### config.mk
export PLATFORM = sky130hd
export DESIGN_NAME = integer_to_radix_text_flat
export DESIGN_NICKNAME = d
export VERILOG_FILES = /design/src/rtl/itrt_pkg.sv /design/src/rtl/itrt_if.sv /design/src/rtl/itrt_cell.sv /design/src/rtl/integer_to_radix_text.sv /design/src/flat_wrapper.sv
export SDC_FILE = /design/constraint.sdc
export NUM_CORES = 1
export LEC_CHECK = 0
export BUFFER_PORTS_ARGS = -buffer_cell sky130_fd_sc_hd__buf_2
export CELL_PAD_IN_SITES_DETAIL_PLACEMENT = 0
export CELL_PAD_IN_SITES_GLOBAL_PLACEMENT = 1
export CORE_ASPECT_RATIO = 0.8
export CORE_MARGIN = 1.5
export CORE_UTILIZATION = 30
export CTS_CLUSTER_DIAMETER = 40
export DETAILED_ROUTE_END_ITERATION = 12
export PLACE_DENSITY = 0.57
export RECOVER_POWER = 100
export SLEW_MARGIN = 20
export SYNTH_ARGS = -nofsm -noshare
export SYNTH_HDL_FRONTEND = slang
export SYNTH_HIERARCHICAL = 1
export SYNTH_SLANG_ARGS = --single-unit
### constraint.sdc
create_clock -name clk -period 5.54 [get_ports clk]
set_input_delay 1.108 -clock clk [delete_from_list [all_inputs] [get_ports clk]]
set_output_delay 1.108 -clock clk [all_outputs]
set_load 0.005 [all_outputs]
### src/rtl/itrt_pkg.sv
`timescale 1ns / 1ps
// ----------------------------------------------------------------------------
// Integer to radix text package
// Shared widths, constants, cell link types and character helpers.
// ----------------------------------------------------------------------------
package itrt_pkg;

  localparam int WORD_BITS = 32;
  localparam int VALUE_W   = 32;
  localparam int DIGIT_W   = 6;
  localparam int CHAR_W    = 8;
  localparam int NCELLS    = WORD_BITS;
  localparam int CNT_W     = $clog2(2 * WORD_BITS);
  localparam int IDX_W     = $clog2(NCELLS);

  localparam logic [DIGIT_W-1:0] RADIX_MIN = DIGIT_W'(2);
  localparam logic [DIGIT_W-1:0] RADIX_MAX = DIGIT_W'(36);
  localparam logic [DIGIT_W-1:0] RADIX_TEN = DIGIT_W'(10);

  localparam logic [CHAR_W-1:0] CHAR_MINUS = 8'h2D;
  localparam logic [CHAR_W-1:0] CHAR_ZERO  = 8'h30;
  localparam logic [CHAR_W-1:0] CHAR_UPPER = 8'h41;
  localparam logic [CHAR_W-1:0] CHAR_LOWER = 8'h61;

  typedef logic [WORD_BITS-1:0] word_t;

  typedef struct packed {
    logic               en;
    logic               carry;
    logic [DIGIT_W-1:0] digit;
    logic               occ;
  } itrt_link_t;

  typedef struct packed {
    logic               clear;
    logic               shift;
    logic [DIGIT_W-1:0] radix;
  } itrt_ctrl_t;

  function automatic word_t to_word(input logic [VALUE_W-1:0] v);
    word_t w;
    w = '0;
    for (int i = 0; i < WORD_BITS; i++) begin
      if (i < VALUE_W) begin
        w[i] = v[i];
      end
    end
    return w;
  endfunction

  function automatic logic [CHAR_W-1:0] digit_char(input logic [DIGIT_W-1:0] d,
                                                   input logic upper);
    logic [CHAR_W-1:0] de;
    de = {{(CHAR_W - DIGIT_W){1'b0}}, d};
    if (d < RADIX_TEN) begin
      return CHAR_ZERO + de;
    end
    if (upper) begin
      return CHAR_UPPER + de - CHAR_W'(10);
    end
    return CHAR_LOWER + de - CHAR_W'(10);
  endfunction

endpackage

### src/rtl/itrt_if.sv
`timescale 1ns / 1ps
// ----------------------------------------------------------------------------
// Integer to radix text channels
// Valid/ready channels for the request items and the character items.
// ----------------------------------------------------------------------------
interface itrt_req_if;
  logic        valid;
  logic        ready;
  logic [31:0] value;
  logic        is_signed;
  logic [5:0]  radix;

  modport source(output valid, value, is_signed, radix, input ready);
  modport sink(input valid, value, is_signed, radix, output ready);
endinterface

interface itrt_text_if;
  logic       valid;
  logic       ready;
  logic [7:0] char_code;
  logic       last;

  modport source(output valid, char_code, last, input ready);
  modport sink(input valid, char_code, last, output ready);
endinterface

### src/rtl/itrt_cell.sv
`timescale 1ns / 1ps
// ----------------------------------------------------------------------------
// Integer to radix text digit cell
// Holds one digit; doubles it with a carry from its lower neighbor while
// converting, and passes its digit upward while the text is shifted out.
// ----------------------------------------------------------------------------
module itrt_cell
  import itrt_pkg::*;
(
  input  logic       clk,
  input  logic       rst,
  input  itrt_ctrl_t ctrl,
  input  itrt_link_t left,
  output itrt_link_t right
);

  logic [DIGIT_W-1:0] digit;
  logic               occ;
  logic               en_q;
  logic               carry_q;

  logic [DIGIT_W:0]   dbl;
  logic [DIGIT_W:0]   diff;
  logic               ge;
  logic [DIGIT_W-1:0] digit_next;

  always_comb begin
    dbl        = {digit, 1'b0} + {{DIGIT_W{1'b0}}, left.carry};
    diff       = dbl - {1'b0, ctrl.radix};
    ge         = dbl >= {1'b0, ctrl.radix};
    digit_next = ge ? diff[DIGIT_W-1:0] : dbl[DIGIT_W-1:0];
  end

  always_ff @(posedge clk) begin
    if (rst) begin
      en_q    <= 1'b0;
      carry_q <= 1'b0;
      occ     <= 1'b0;
    end else begin
      en_q    <= left.en;
      carry_q <= left.en & ge;
      if (ctrl.clear) begin
        occ <= 1'b0;
      end else if (ctrl.shift) begin
        occ <= left.occ;
      end else if (left.en) begin
        occ <= occ | left.carry;
      end
    end
  end

  always_ff @(posedge clk) begin
    if (ctrl.clear) begin
      digit <= '0;
    end else if (ctrl.shift) begin
      digit <= left.digit;
    end else if (left.en) begin
      digit <= digit_next;
    end
  end

  assign right.en    = en_q;
  assign right.carry = carry_q;
  assign right.digit = digit;
  assign right.occ   = occ;

endmodule

### src/rtl/integer_to_radix_text.sv
`timescale 1ns / 1ps
// Flow: the request is accepted, the word is converted through the skewed cell row, and the
// cell row is shifted out, after a minus sign for a negative value, to the last character.
// A new request is taken only in IDLE, once the last character of the previous one is loaded
// for output; stalls on the text side hold the shift-out of the cell row.
// Reset: rst clears the state machine, the output valid, the cell tokens and the letter case.
// ----------------------------------------------------------------------------
// Integer to radix text
// Converts a word to ASCII digits in radix 2 to 36, most significant first.
// ----------------------------------------------------------------------------
module integer_to_radix_text
  import itrt_pkg::*;
(
  input  logic       clk,
  input  logic       rst,
  input  logic       cfg_wr_en,
  input  logic       cfg_wr_data,
  itrt_req_if.sink   request,
  itrt_text_if.source text
);

  typedef enum logic [1:0] {IDLE, CONV, SIGN, EMIT} state_t;

  state_t             state;
  logic               upper;
  logic [DIGIT_W-1:0] radix;
  logic               neg;
  word_t              word_sh;
  logic [CNT_W-1:0]   cnt;
  logic [IDX_W-1:0]   eidx;
  logic               out_valid;
  logic [CHAR_W-1:0]  out_char;
  logic               out_last;

  itrt_link_t         link [NCELLS+1];
  itrt_ctrl_t         ctrl;

  word_t              in_word;
  logic [DIGIT_W-1:0] in_radix;
  logic               in_neg;
  logic               accept;
  logic               slot_free;
  logic               emit_now;
  logic               advance;
  logic               final_pos;
  logic               load_out;

  always_comb begin
    in_word = to_word(request.value);
    if (request.radix < RADIX_MIN) begin
      in_radix = RADIX_MIN;
    end else if (request.radix > RADIX_MAX) begin
      in_radix = RADIX_MAX;
    end else begin
      in_radix = request.radix;
    end
    in_neg    = request.is_signed & (in_radix == RADIX_TEN) & in_word[WORD_BITS-1];
    accept    = request.valid & request.ready;
    slot_free = ~out_valid | text.ready;
    final_pos = eidx == IDX_W'(NCELLS - 1);
    emit_now  = link[NCELLS].occ | final_pos;
    advance   = (state == EMIT) & (~emit_now | slot_free);
    load_out  = ((state == SIGN) & slot_free) | (advance & emit_now);
  end

  assign request.ready = state == IDLE;

  assign ctrl.clear = accept;
  assign ctrl.shift = advance;
  assign ctrl.radix = radix;

  assign link[0].en    = (state == CONV) & (cnt < CNT_W'(WORD_BITS));
  assign link[0].carry = word_sh[WORD_BITS-1];
  assign link[0].digit = '0;
  assign link[0].occ   = 1'b0;

  for (genvar j = 0; j < NCELLS; j++) begin : g_cell
    itrt_cell u_cell (
      .clk   (clk),
      .rst   (rst),
      .ctrl  (ctrl),
      .left  (link[j]),
      .right (link[j+1])
    );
  end

  always_ff @(posedge clk) begin
    if (rst) begin
      upper <= 1'b0;
    end else if (cfg_wr_en) begin
      upper <= cfg_wr_data;
    end
  end

  always_ff @(posedge clk) begin
    if (rst) begin
      state     <= IDLE;
      cnt       <= '0;
      eidx      <= '0;
      out_valid <= 1'b0;
    end else begin
      if (load_out) begin
        out_valid <= 1'b1;
      end else if (text.ready) begin
        out_valid <= 1'b0;
      end
      unique case (state)
        IDLE: begin
          if (accept) begin
            state <= CONV;
            cnt   <= '0;
          end
        end
        CONV: begin
          cnt <= cnt + CNT_W'(1);
          if (cnt == CNT_W'(2 * WORD_BITS - 2)) begin
            eidx  <= '0;
            state <= neg ? SIGN : EMIT;
          end
        end
        SIGN: begin
          if (slot_free) begin
            state <= EMIT;
          end
        end
        EMIT: begin
          if (advance) begin
            eidx <= eidx + IDX_W'(1);
            if (final_pos) begin
              state <= IDLE;
            end
          end
        end
        default: begin
          state <= IDLE;
        end
      endcase
    end
  end

  always_ff @(posedge clk) begin
    if (accept) begin
      radix   <= in_radix;
      neg     <= in_neg;
      word_sh <= in_neg ? (~in_word + word_t'(1)) : in_word;
    end else if (state == CONV) begin
      word_sh <= {word_sh[WORD_BITS-2:0], 1'b0};
    end
    if ((state == SIGN) && slot_free) begin
      out_char <= CHAR_MINUS;
      out_last <= 1'b0;
    end else if (advance && emit_now) begin
      out_char <= digit_char(link[NCELLS].digit, upper);
      out_last <= final_pos;
    end
  end

  assign text.valid     = out_valid;
  assign text.char_code = out_char;
  assign text.last      = out_last;

`ifndef SYNTHESIS
  a_no_top_carry: assert property (@(posedge clk) disable iff (rst)
    link[NCELLS].en |-> !link[NCELLS].carry)
    else $error("Carry left the top digit cell.");

  a_minus_not_last: assert property (@(posedge clk) disable iff (rst)
    (text.valid && text.char_code == CHAR_MINUS) |-> !text.last)
    else $error("A minus sign was marked as the final character.");

  a_final_marked: assert property (@(posedge clk) disable iff (rst)
    (advance && final_pos) |=> (text.valid && text.last))
    else $error("The final digit did not appear with its last mark.");
`endif

endmodule

### src/flat_wrapper.sv
// flat-port wrapper written by rule: the top's interface ports become plain ports
module integer_to_radix_text_flat import itrt_pkg::*;
  (clk, rst, cfg_wr_en, cfg_wr_data, request_valid, request_value, request_is_signed, request_radix, request_ready, text_valid, text_char_code, text_last, text_ready);
  itrt_req_if request_i ();
  itrt_text_if text_i ();
  input  logic clk;
  input  logic rst;
  input  logic cfg_wr_en;
  input  logic cfg_wr_data;
  input wire logic [$bits(request_i.valid)-1:0] request_valid;
  input wire logic [$bits(request_i.value)-1:0] request_value;
  input wire logic [$bits(request_i.is_signed)-1:0] request_is_signed;
  input wire logic [$bits(request_i.radix)-1:0] request_radix;
  output wire logic [$bits(request_i.ready)-1:0] request_ready;
  output wire logic [$bits(text_i.valid)-1:0] text_valid;
  output wire logic [$bits(text_i.char_code)-1:0] text_char_code;
  output wire logic [$bits(text_i.last)-1:0] text_last;
  input wire logic [$bits(text_i.ready)-1:0] text_ready;
  assign request_i.valid = request_valid;
  assign request_i.value = request_value;
  assign request_i.is_signed = request_is_signed;
  assign request_i.radix = request_radix;
  assign request_ready = request_i.ready;
  assign text_valid = text_i.valid;
  assign text_char_code = text_i.char_code;
  assign text_last = text_i.last;
  assign text_i.ready = text_ready;
  integer_to_radix_text u_core (.clk(clk), .rst(rst), .cfg_wr_en(cfg_wr_en), .cfg_wr_data(cfg_wr_data), .request(request_i), .text(text_i));
endmodule
==> results.json <==
{
  "outcome": "complete, but fails checks",
  "violations": "capacitance limit, slew limit",
  "dr.pass1.iters": 7,
  "io_buffers": 55,
  "grt_pass1_wl_mm": 116.9,
  "tns_ns": 0,
  "power.total_mw": 10.91,
  "p_seq_frac": 0.273,
  "clkSinkCount": 349,
  "crit_type": "flop to flop",
  "power_density_nw_per_um2": 356.3,
  "rows": 98,
  "r2r-start": "u_core/radix[2]$_DFFE_PP_",
  "fin_area_um2": 30640,
  "drv_slew": 110,
  "cts_inserted_buffers": 73,
  "antenna_found_initial": 0,
  "p_sw_mw": 3.877,
  "p_leak_nw": 11.24,
  "layout_commonest_cell": "a21oi_1",
  "drive_gt1_frac": 0.1181,
  "fmax_mhz": 229.3,
  "tightest_slew_ns": 2.250,
  "post-route-min-period_ns": 4.361,
  "cts_resized": 0,
  "vias": 21680,
  "worst_path_largest_cell_delay_ns": 1.47,
  "first_global_vias": 21080,
  "post_cts_buffers": 0,
  "yosysWarnings": 6,
  "drc": 0,
  "num_antenna_cells": 0,
  "cp.depth": 8,
  "p_int_mw": 7.038,
  "worstPathCellList": "clkbuf_1 -> inv_1 -> ha_1 -> and3_1 -> nand3_1 -> a41oi_4 -> mux2_1 -> o22ai_1",
  "worst-path-buf-inv": 2,
  "cts_hold_buf": 0,
  "die_w_um": 340.7,
  "clkLatencyLatePin_ns": 0.60,
  "cts-root-buf": "clkbuf_16",
  "core_um2": 89880,
  "crit_arrival_ns": 4.89,
  "ff2ff_path_depth": 8,
  "cts_max_path_buffers": 3,
  "pwr-share-clk": 0.410,
  "place_area_um2": 28440,
  "gp_congestion": 0.7478,
  "syn-cell-area_um2": 27380,
  "wl_met2_mm": 29.09,
  "gr-total-overflow": 0,
  "max_cap_violations": 3,
  "hold_end": "u_core/text.char_code[6]$_SDFFE_PP0P_",
  "rr_endpoint": "u_core/g_cell[2].u_cell/digit[1]$_SDFFE_PP0P_",
  "start_kind": "flop",
  "cp.required_ns": 6.07,
  "wl_met1_mm": 38.96,
  "whs_path_depth": 2,
  "track_usage": 0.1523,
  "finalClockSkew_ns": 0.01836,
  "dieArea_um2": 93090,
  "cp_top_family": "buffers and inverters",
  "min_path_type": "flop to flop",
  "clk_pin_slew_ns": 0.05,
  "wl_mm": 71.13,
  "power_frac_comb": 0.316,
  "cp_slowest_cell": "clkbuf_1",
  "detail_route.iter0.violations": 1075,
  "p_sw_frac": 0.3552,
  "io_pins": 56,
  "final_cells": 4400,
  "final_antenna_net_count": 0,
  "num-fill-cells": 9367,
  "syn_inst": 3174,
  "met3WireLength_mm": 1.727,
  "vias_per_cell": 4.927,
  "setup_viol_count_final": 0,
  "dieHeight_um": 273.2,
  "post-place-cells": 4266,
  "reg2reg_slack_ns": 1.18,
  "highest_layer": "met4",
  "cts_max_level": 3,
  "grt_max_degree": 113,
  "ir_worst_vdd_uv": 269.0,
  "period_share": 0.7873,
  "rsz0062_at_grt": "false",
  "start_util": 0.3046,
  "syn2layout_area_growth_pct": 11.90,
  "mostFrequentLayoutCells": "a21oi_1, dfxtp_1, ha_1",
  "end_kind": "flop",
  "hold_viol_final": 0,
  "wl_per_cell_um": 16.17,
  "place_hpwl_mm": 48.97,
  "avgSynthCellArea_um2": 8.626,
  "nNetsFinal": 3456,
  "min_from": "u_core/text.char_code[6]$_SDFFE_PP0P_",
  "cp_max_fo": 21,
  "maxSlewHeadroom": -0.5003,
  "cts_tree": "built"
}
## power by group through the flow
stage / registers, mW / clock network (mW) / logic (mW)
3_3_place_gp: 3.06 / 0 / 3.51
4_1_cts: 2.98 / 4.60 / 3.56
5_1_grt: 3.00 / 4.74 / 3.88
3_5_place_dp: 3.03 / 0 / 3.54
2_1_floorplan: 3.06 / 0 / 2.56
6_report: 2.98 / 4.48 / 3.45
## area by class of cell
class	instances	area, um2	share of cell area
clock inverter	46	509.2	0.01662
sequential	349	7377	0.2408
inverter	237	897.1	0.02928
tap	1200	1501	0.04901
multi-input combinational	2389	17720	0.5785
timing repair buffer	91	624.3	0.02038
clock buffer	88	2004	0.06543
## sequential cells by signal, indices dropped and copies added (netlist names)
| register | flops |
|---|---|
| u_core/g_cell.u_cell/digit | 192 |
| u_core/g_cell.u_cell/occ | 32 |
| u_core/word_sh | 32 |
| u_core/g_cell.u_cell/carry_q | 31 |
| u_core/g_cell.u_cell/en_q | 31 |
| u_core/text.char_code | 8 |
| u_core/cnt | 6 |
| u_core/radix | 6 |
| u_core/eidx | 5 |
| u_core/state | 2 |
| u_core/neg | 1 |
| u_core/text.last | 1 |
| u_core/text.valid | 1 |
| u_core/upper | 1 |
## metrics by stage
| step | hold slack [ns] | worst slack (ns) | utilization |
|---|---|---|---|
| 6_report | 0.4507 | 1.179 | 0.3409 |
| 5_1_grt | 0.4875 | 0.9206 | 0.3409 |
| 4_1_cts | 0.4541 | 2.098 | 0.3444 |
| 3_5_place_dp | 0.4466 | 1.959 | 0.3165 |
| 3_3_place_gp | 0.4469 | 1.957 | 0.3160 |
| 2_1_floorplan | 0.4362 | 0.4402 | - |
## metal layers
layer / global-route usage / vias up
met1: 0.2305 / 10090
met4: 0.04058 / 0
met3: 0.02118 / 90
li1: - / 11290
met2: 0.2226 / 210
met5: 0 / -
## how the worst max path moves through the flow
stage / slack, ns / startpoint / end
finish: 1.18 / u_core/radix[2]$_DFFE_PP_ / u_core/g_cell[2].u_cell/digit[1]$_SDFFE_PP0P_
global route: 0.92 / u_core/radix[2]$_DFFE_PP_ / u_core/g_cell[11].u_cell/digit[0]$_SDFFE_PP0P_
CTS: 2.10 / u_core/eidx[0]$_SDFFE_PP0P_ / u_core/g_cell[20].u_cell/digit[2]$_SDFFE_PP0P_
detailed placement: 1.96 / text_ready / u_core/g_cell[28].u_cell/digit[2]$_SDFFE_PP0P_
global placement: 1.96 / text_ready / u_core/g_cell[28].u_cell/digit[2]$_SDFFE_PP0P_
floorplan: 0.44 / text_ready / u_core/g_cell[10].u_cell/digit[0]$_SDFFE_PP0P_
## tightest hold or removal path: cells and delay by family (launching register included)
family / cells / cell delay, ns
AND/OR/NAND/NOR: 2 / 0.11
flip-flops: 1 / 0.30
(Power assumes the default switching activity.)
